File: src/hw/rtl/ccd_pkg.sv
`timescale 1ns / 1ps
// ----------------------------------------------------------------------------
// ccd_pkg
// Shared types, constants and the bytewise CRC-16/MODBUS update for the
// command deframer.
// ----------------------------------------------------------------------------
package ccd_pkg;

    localparam int FRAME_LEN = 7;
    localparam int CRC_SPAN  = 5;

    localparam logic [15:0] CRC_INIT = 16'hFFFF;
    localparam logic [15:0] CRC_POLY = 16'hA001;

    localparam logic [7:0] WRITE_HEADER_RST = 8'hAA;
    localparam logic [7:0] READ_HEADER_RST  = 8'hBB;

    // configuration register indexes
    localparam logic REG_WRITE_HEADER = 1'b0;
    localparam logic REG_READ_HEADER  = 1'b1;

    // byte positions within a frame
    localparam logic [2:0] POS_HUNT     = 3'd0;
    localparam logic [2:0] POS_BLOCK_HI = 3'd1;
    localparam logic [2:0] POS_BLOCK_LO = 3'd2;
    localparam logic [2:0] POS_WORD_HI  = 3'd3;
    localparam logic [2:0] POS_WORD_LO  = 3'd4;
    localparam logic [2:0] POS_CHECK_HI = 3'(FRAME_LEN - 2);
    localparam logic [2:0] POS_CHECK_LO = 3'(FRAME_LEN - 1);
    localparam logic [2:0] POS_CRC_END  = 3'(CRC_SPAN);

    // result beat, packed from the lowest bit: is_read, block_number,
    // pattern_word, check_ok, zero pad to 40 bits
    typedef struct packed {
        logic [5:0]  pad;
        logic        check_ok;
        logic [15:0] pattern_word;
        logic [15:0] block_number;
        logic        is_read;
    } ccd_result_t;

    function automatic logic [15:0] crc_feed(input logic [15:0] crc_in,
                                             input logic [7:0]  data);
        logic [15:0] crc;
        crc = crc_in ^ {8'h00, data};
        for (int k = 0; k < 8; k++) begin
            if (crc[0]) begin
                crc = (crc >> 1) ^ CRC_POLY;
            end else begin
                crc = crc >> 1;
            end
        end
        return crc;
    endfunction

endpackage

File: src/hw/rtl/ccd_parser.sv
`timescale 1ns / 1ps
// ----------------------------------------------------------------------------
// ccd_parser
// Header hunt, field capture and running CRC. Produces one result in the
// cycle the last frame byte is accepted.
// ----------------------------------------------------------------------------
module ccd_parser (
    input  logic                 aclk,
    input  logic                 aresetn,
    input  logic                 beat_en,
    input  logic [7:0]           rx_byte,
    input  logic [7:0]           write_header,
    input  logic [7:0]           read_header,
    output logic                 res_valid,
    output ccd_pkg::ccd_result_t res
);
    import ccd_pkg::*;

    logic [2:0]  pos_reg,     pos_next;
    logic [15:0] crc_reg,     crc_next;
    logic        is_read_reg, is_read_next;
    logic [15:0] block_reg,   block_next;
    logic [15:0] word_reg,    word_next;
    logic [7:0]  chk_hi_reg,  chk_hi_next;

    logic [15:0] crc_fed;
    logic        hdr_hit;

    assign crc_fed = crc_feed((pos_reg == POS_HUNT) ? CRC_INIT : crc_reg, rx_byte);
    assign hdr_hit = (rx_byte == write_header) || (rx_byte == read_header);

    always_comb begin
        pos_next     = pos_reg;
        crc_next     = crc_reg;
        is_read_next = is_read_reg;
        block_next   = block_reg;
        word_next    = word_reg;
        chk_hi_next  = chk_hi_reg;
        res_valid    = 1'b0;

        res.pad          = '0;
        res.is_read      = is_read_reg;
        res.block_number = block_reg;
        res.pattern_word = word_reg;
        res.check_ok     = ({chk_hi_reg, rx_byte} == crc_reg);

        if (beat_en) begin
            if (pos_reg == POS_HUNT) begin
                if (hdr_hit) begin
                    // write header wins when both registers match
                    is_read_next = (rx_byte != write_header);
                    crc_next     = crc_fed;
                    block_next   = '0;
                    word_next    = '0;
                    chk_hi_next  = '0;
                    pos_next     = POS_BLOCK_HI;
                end
            end else begin
                if (pos_reg < POS_CRC_END) begin
                    crc_next = crc_fed;
                end
                case (pos_reg)
                    POS_BLOCK_HI, POS_BLOCK_LO: block_next  = {block_reg[7:0], rx_byte};
                    POS_WORD_HI, POS_WORD_LO:   word_next   = {word_reg[7:0], rx_byte};
                    POS_CHECK_HI:               chk_hi_next = rx_byte;
                    default: ;
                endcase
                if (pos_reg >= POS_CHECK_LO) begin
                    res_valid = 1'b1;
                    pos_next  = POS_HUNT;
                    crc_next  = CRC_INIT;
                end else begin
                    pos_next = pos_reg + 3'd1;
                end
            end
        end
    end

    always_ff @(posedge aclk) begin
        if (!aresetn) begin
            pos_reg     <= POS_HUNT;
            crc_reg     <= CRC_INIT;
            is_read_reg <= 1'b0;
            block_reg   <= '0;
            word_reg    <= '0;
            chk_hi_reg  <= '0;
        end else begin
            pos_reg     <= pos_next;
            crc_reg     <= crc_next;
            is_read_reg <= is_read_next;
            block_reg   <= block_next;
            word_reg    <= word_next;
            chk_hi_reg  <= chk_hi_next;
        end
    end

endmodule

File: src/hw/rtl/crc_checked_command_deframer_top.sv
`timescale 1ns / 1ps
// A result beat is registered in the output register, or in the skid entry if that is full.
// Throughput: one byte per cycle while s_tready is high; parse and CRC steps are combinational.
// A two-entry output buffer (register plus skid) lets input continue while a result waits;
// s_tready drops only when both entries are full.
// Reset (aresetn low, synchronous): hunting, CRC at 0xFFFF, headers 0xAA / 0xBB, outputs empty.
// ----------------------------------------------------------------------------
// crc_checked_command_deframer_top
// Serial command deframer with CRC-16/MODBUS check: header hunt, field
// capture, check compare and a buffered result stream.
// ----------------------------------------------------------------------------
module crc_checked_command_deframer_top (
    input  logic        aclk,
    input  logic        aresetn,
    // configuration
    input  logic        cfg_wr_en,
    input  logic        cfg_addr,
    input  logic [7:0]  cfg_wdata,
    // byte stream in
    input  logic        s_tvalid,
    output logic        s_tready,
    input  logic [7:0]  s_tdata,   // [7:0] rx_byte
    // result stream out
    output logic        m_tvalid,
    input  logic        m_tready,
    output logic [39:0] m_tdata    // [0] is_read, [16:1] block_number,
                                   // [32:17] pattern_word, [33] check_ok, zero pad
);
    import ccd_pkg::*;

    logic [7:0]  write_header_reg;
    logic [7:0]  read_header_reg;

    logic        res_valid;
    ccd_result_t res;

    logic        out_valid_reg,  out_valid_next;
    ccd_result_t out_data_reg,   out_data_next;
    logic        skid_valid_reg, skid_valid_next;
    ccd_result_t skid_data_reg,  skid_data_next;

    logic        beat_in;
    logic        pop;

    assign s_tready = !skid_valid_reg;
    assign beat_in  = s_tvalid && s_tready;
    assign pop      = out_valid_reg && m_tready;
    assign m_tvalid = out_valid_reg;
    assign m_tdata  = out_data_reg;

    always_ff @(posedge aclk) begin
        if (!aresetn) begin
            write_header_reg <= WRITE_HEADER_RST;
            read_header_reg  <= READ_HEADER_RST;
        end else if (cfg_wr_en) begin
            case (cfg_addr)
                REG_WRITE_HEADER: write_header_reg <= cfg_wdata;
                REG_READ_HEADER:  read_header_reg  <= cfg_wdata;
                default: ;
            endcase
        end
    end

    ccd_parser u_parser (
        .aclk         (aclk),
        .aresetn      (aresetn),
        .beat_en      (beat_in),
        .rx_byte      (s_tdata),
        .write_header (write_header_reg),
        .read_header  (read_header_reg),
        .res_valid    (res_valid),
        .res          (res)
    );

    always_comb begin
        out_valid_next  = out_valid_reg;
        out_data_next   = out_data_reg;
        skid_valid_next = skid_valid_reg;
        skid_data_next  = skid_data_reg;
        if (pop) begin
            if (skid_valid_reg) begin
                out_data_next   = skid_data_reg;
                skid_valid_next = 1'b0;
            end else begin
                out_valid_next = res_valid;
                out_data_next  = res;
            end
        end else if (res_valid) begin
            if (!out_valid_reg) begin
                out_valid_next = 1'b1;
                out_data_next  = res;
            end else begin
                skid_valid_next = 1'b1;
                skid_data_next  = res;
            end
        end
    end

    always_ff @(posedge aclk) begin
        if (!aresetn) begin
            out_valid_reg  <= 1'b0;
            skid_valid_reg <= 1'b0;
        end else begin
            out_valid_reg  <= out_valid_next;
            skid_valid_reg <= skid_valid_next;
        end
    end

    always_ff @(posedge aclk) begin
        out_data_reg  <= out_data_next;
        skid_data_reg <= skid_data_next;
    end

endmodule

File: config.mk
export PLATFORM = sky130hd
export DESIGN_NAME = crc_checked_command_deframer_top
export DESIGN_NICKNAME = d
export VERILOG_FILES = /design/src/hw/rtl/ccd_pkg.sv /design/src/hw/rtl/ccd_parser.sv /design/src/hw/rtl/crc_checked_command_deframer_top.sv
export SDC_FILE = /design/constraint.sdc
export NUM_CORES = 1
export LEC_CHECK = 0
export BUFFER_PORTS_ARGS = -buffer_cell sky130_fd_sc_hd__buf_2
export CORE_UTILIZATION = 62
export CTS_BUF_LIST = sky130_fd_sc_hd__clkbuf_4 sky130_fd_sc_hd__clkbuf_8
export DETAILED_ROUTE_END_ITERATION = 10
export GPL_ROUTABILITY_DRIVEN = 0
export PLACE_DENSITY = 0.83
export SYNTH_ARGS = -nofsm -noshare
export SYNTH_HDL_FRONTEND = slang
export SYNTH_SLANG_ARGS = --single-unit
File: constraint.sdc
create_clock -name aclk -period 7.41 [get_ports aclk]
set_input_delay 0.741 -clock aclk [delete_from_list [all_inputs] [get_ports aclk]]
set_output_delay 0.741 -clock aclk [all_outputs]
set_load 0.02 [all_outputs]
# Word-level counts from Yosys, hierarchy flattened
# Index checks and enable logic that the tools add are counted.
[totals]
word_cells = 105
in_bits = 22
output_inout_bits = 42
reg_bits = 152
[classes]
n_addsub = 1
eq_ne = 12
n_bitwise = 12
reduce_logical = 25
n_mux = 34
order_cmp = 2
[ops]
columns = ["cell", "count"]
rows = [
  ["$mux 16", 18],
  ["$mux 40", 3],
  ["$mux 34", 1],
  ["$mux 8", 3],
  ["$not 2->3", 8],
  ["$reduce_and 3->1", 6],
  ["$eq 16x16->1", 1],
  ["$eq 8x8->1", 2],
  ["$xor 16x8->16", 1],
  ["$reduce_and 2->1", 6],
  ["$mux 3", 3],
  ["$ne 8x8->1", 1],
  ["$reduce_bool 2->1", 4],
  ["$eq 3x2->1 const B", 2],
  ["$eq 3x3->1 const B", 2],
  ["$mux 1", 6],
  ["$reduce_or 2->1", 3],
  ["$ne 2x1->1 const B", 2],
  ["$add 3x1->3 const B", 1],
  ["$eq 3x1->1 const B", 1],
  ["$ge 3x3->1 const B", 1],
  ["$logic_not 3->1", 1],
  ["$lt 3x3->1 const B", 1],
  ["$not 1->1", 3],
  ["other kinds (5)", 6],
]

# Depth between registers and ports, before layout
[depth]
depth_word = 22
depth_mapped = 10
depth_no_buf = 9

# Cells and area by module
# From an unflattened synthesis, not the netlist that was laid out.
[hier_totals]
cells_unflattened = 596
area_unflattened_um2 = 7155.6
[by_module_without_submodules]
columns = ["mod", "area_each_um2", "cells_per_inst", "n_inst", "seq_area_each_um2"]
rows = [
  ["crc_checked_command_deframer_top", 3729.8, 211, 1, 2762.6],
  ["ccd_parser", 3425.8, 385, 1, 1201.2],
]

# Worst setup path before layout
# No wires, ideal clock.
[synth_path]
path_type = "input -> register"
startpoint = "in s_tvalid"
endpoint = "reg skid_data_reg[0] (netlist bit) (enable)"
slack_ns = 3.213
setup_ns = 0.475
path_stages = 4
path_buffers = 1
t_arrival_ns = 3.722
required_time_ns = 6.935
cell_sequence = "nor2b_1 -> clkbuf_1 -> nand2_1 -> nor3b_1"
[synth_via]
elab_chain_len = 3
[synth_rtl]
columns = ["element", "line_no", "text"]
rows = [
  ["start: declaration", "crc_checked_command_deframer_top.sv:20", "input logic s_tvalid,"],
  ["$logic_and 1x1->1", "crc_checked_command_deframer_top.sv:46", "assign beat_in = s_tvalid && s_tready;"],
  ["$mux 1", "ccd_parser.sv:47", "if (beat_en) begin"],
  ["$reduce_and 3->1 (no line)", "-", ""],
  ["end signal: assignment", "crc_checked_command_deframer_top.sv:111", "skid_data_reg <= skid_data_next;"],
  ["end: declaration", "crc_checked_command_deframer_top.sv:40", "ccd_result_t skid_data_reg, skid_data_next;"],
]
# Every way passes these cells.
# A chain may end at the register's enable or synchronous reset.

# Worst setup path in the final report
[layout_path]
startpoint = "reg u_parser.pos_reg[0]"
endpoint = "reg u_parser.crc_reg[0]"
[layout_via]
elab_chain_len = 15
elab_cells_between_ends = 28
classes_between = "order compare (2); eq/ne (1); mux (13); bitwise (9); reduce/logical (3)"
[layout_rtl]
columns = ["element", "line_no", "text"]
rows = [
  ["start: declaration", "ccd_parser.sv:19", "logic [2:0] pos_reg, pos_next;"],
  ["start signal: assignment", "ccd_parser.sv:88", "pos_reg <= pos_next;"],
  ["$logic_not 3->1", "ccd_parser.sv:29, ccd_parser.sv:48", ""],
  ["$mux 16", "ccd_parser.sv:29", "assign crc_fed = crc_feed((pos_reg == POS_HUNT) ? CRC_INIT : crc_reg, rx_byte);"],
  ["$xor 16x8->16", "ccd_pkg.sv:45", "crc = crc_in ^ {8'h00, data};"],
  ["$mux 16 or $not 2->3 (tied branches) (7 in series)", "-", ""],
  ["$not 2->3 (no line) or $mux 16 (tied branches)", "-", ""],
  ["$mux 16", "ccd_pkg.sv:47", "if (crc[0]) begin"],
  ["$mux 16", "ccd_parser.sv:59", "if (pos_reg < POS_CRC_END) begin"],
  ["$mux 16", "ccd_parser.sv:68", "if (pos_reg >= POS_CHECK_LO) begin"],
  ["$mux 16", "ccd_parser.sv:48", "if (pos_reg == POS_HUNT) begin"],
  ["end signal: assignment", "ccd_parser.sv:89", "crc_reg <= crc_next;"],
  ["end: declaration", "ccd_parser.sv:20", "logic [15:0] crc_reg, crc_next;"],
]
# Parallel ways exist; a longest one is shown, timed or not. The select of a mux whose other input is x is not followed.

==> results.toml <==
[worst_setup_path]
cp-start-kind = "flop"
crit_type = "flop to flop"
reg2reg_depth = 8
worst-r2r-setup-slack_ns = 4.21
arrival_ns = 3.55
cp_max_fo = 15
r2r-end = "u_parser.crc_reg[0]"
end_kind = "flop"
critPathLaunch = "u_parser.pos_reg[0]"
worst-endpoint-required_ns = 7.77
r2r_start = "u_parser.pos_reg[0]"

[clocking]
cts_tree = "done"
post_cts_buffers = 0
cts_resized = 0
numCtsBuffers = 17
clk_pin_slew_ns = 0.08
clk_latency_ns = 0.44
clock_path_buffers = 2
clock-sinks = 146
htree_num_levels = 4
cts-hold-fix-buffers = 0
root_buffer = "clkbuf_8"

[logic_synthesis]
yosys.area.top_type = "edfxtp_1"
synth-edff-count = 68
ys_seq_elements = 146
yosysUniqueCellTypes = 42
synth.area.top_cells = "edfxtp_1, dfxtp_1, xnor2_1"
synthesis.area_um2 = 6330
syn_inst = 562
synth_flop_cell = "dfxtp_1"
yosysSeqAreaShare_pct = 56.9
netlist.area_leader.share_pct = 32.3
yosysWarnings = 0
syn_area_per_cell_um2 = 11.3
ys_async_sr_fraction_pct = 0

[timing]
fmax_ghz = 0.313
period_share_pct = 43.1
slew-limit-headroom_pct = 23.0
final.min_clock_period_ns = 3.20
worstMarginPinSlew_ns = 1.16
rsz0062_at_grt = "no"
setup_violations = 0
hold_viol_final = 0
layout_setup_ws_ns = 4.21
skew_ns = 0.0143
whs_ns = 0.463
slew_violations = 0
setup_tns_ns = 0

[global_route]
antenna_found_initial = 0
grt_pass1_vias = 4005
grt_start_max_net_pins = 46
grt_pass1_wl_mm = 19.7
overflow = 0
track_usage_pct = 25.2

[worst_hold_path]
hp-class = "flop to flop"
min_from = "u_parser.word_reg[8]"
hold_path_depth = 0
hold_end = "skid_data_reg[25]"

[cells_and_area]
area_growth_pct = 11.1
antenna_cells = 0
nets = 630
drive_gt1_share_pct = 22.0

[power_and_ir_drop]
power.total_mw = 1.56
p_leak_nw = 2.60
p_per_area_nw_per_um2 = 222
ir_drop_v = 0.000118

[route]
wl_per_cell_um = 15.9
route.vias.total = 4146
drtIter0Drc = 320
drt_wl_total_mm = 11.9
drc_errors = 0
firstDrtPassIters = 5
vias_per_cell = 5.53
ant_nets = 0

[floorplan]
start_util_pct = 64.4
die_h_um = 103
placementRows = 36
die_area_um2 = 10600
pin_count = 64
core_area_um2 = 9820
fp.dieW_um = 103

[run]
max_cap_violations = 0

[status]
outcome = "completed"

[place]
dpl_worst_slack_ns = 4.34
port_buffers = 57
post-dp-hpwl_mm = 7.82
[cells in the final DEF, fill, tap and decap left out, drive strengths merged, types with 15 or more instances in the layout]
cell	n
nor2	38
buf	62
mux2	34
clkbuf	20
dfxtp	78
o21ai	15
nand3	30
mux2i	25
xnor2	53
edfxtp	68
a21oi	28
nand2	63
[worst max-delay path, stage by stage (launching register included)]
cell      delay, ns
dfxtp_1        0.37
inv_1          0.11
ha_1           0.45
nor2b_1        0.80
nor2_1         0.14
xnor2_1        0.30
xnor2_1        0.23
xnor3_1        0.44
a311oi_1       0.27
[final cells by class]
type | count | area (µm²)
sequential | 146 | 3600
fill | 734 | 2790
multi-input combinational | 372 | 2500
timing repair buffer | 62 | 323
clock buffer | 20 | 263
tap | 133 | 166
clock inverter | 12 | 156
inverter | 5 | 18.8
[metal layers]
layer,up-vias,wire length [µm],track usage [%]
li1,2019,-,-
met1,1972,5150,31.6
met2,127,5900,41.5
met3,28,515,6.03
met4,0,354,11.2
met5,-,0,0
[power by group]
| part | switching [mW] | internal, mW |
|---|---|---|
| combinational | 0.0457 | 0.0309 |
| clock | 0.292 | 0.350 |
| sequential | 0.00473 | 0.841 |
[how the worst max path moves through the flow]
stage,endpoint,slack [ns]
floorplan,skid_data_reg[0],3.21
global placement,u_parser.block_reg[8],4.40
detailed placement,u_parser.crc_reg[0],4.34
CTS,u_parser.crc_reg[0],4.32
global route,u_parser.crc_reg[0],3.90
finish,u_parser.crc_reg[0],4.21
[through the flow]
| stage | util [%] | cell area [µm²] | std cells |
|---|---|---|---|
| 3_5_place_dp | 67.3 | 6610 | 718 |
| 6_report | 71.6 | 7030 | 750 |
| 2_1_floorplan | - | 6350 | 567 |
| 4_1_cts | 71.6 | 7030 | 750 |
| 5_1_grt | 71.6 | 7030 | 750 |
| 3_3_place_gp | 67.3 | 6610 | 718 |
[synthesized netlist by cell type (5+ instances only)]
cell type and n:
mux2i_1 25, mux2_2 34, a21oi_1 28, dfxtp_1 78, xnor2_1 52, clkbuf_1 27, buf_4 6, o22ai_1 5
buf_2 5, nand2b_1 10, buf_6 6, nand4_1 10, o21ai_0 15, nand3_1 30, and2_1 10, or3b_1 8
edfxtp_1 68, nand2_1 63, xor2_1 8, nor2_1 36
[kinds of logic (layout without fill, tap and decap cells)]
logic type / Yosys count / in the layout / synth area share, %
compound gates: 58 / 58 / 5.30
xor+xnor: 62 / 62 / 8.92
fa+ha+maj: 4 / 4 / 0.791
buf+inv: 49 / 99 / 4.07
flops: 146 / 146 / 56.9
mux: 59 / 59 / 10.0
other cells: 1 / 6 / 0.0593
simple gates: 183 / 183 / 13.9
Note: power is estimated with default switching activity, not from simulation.
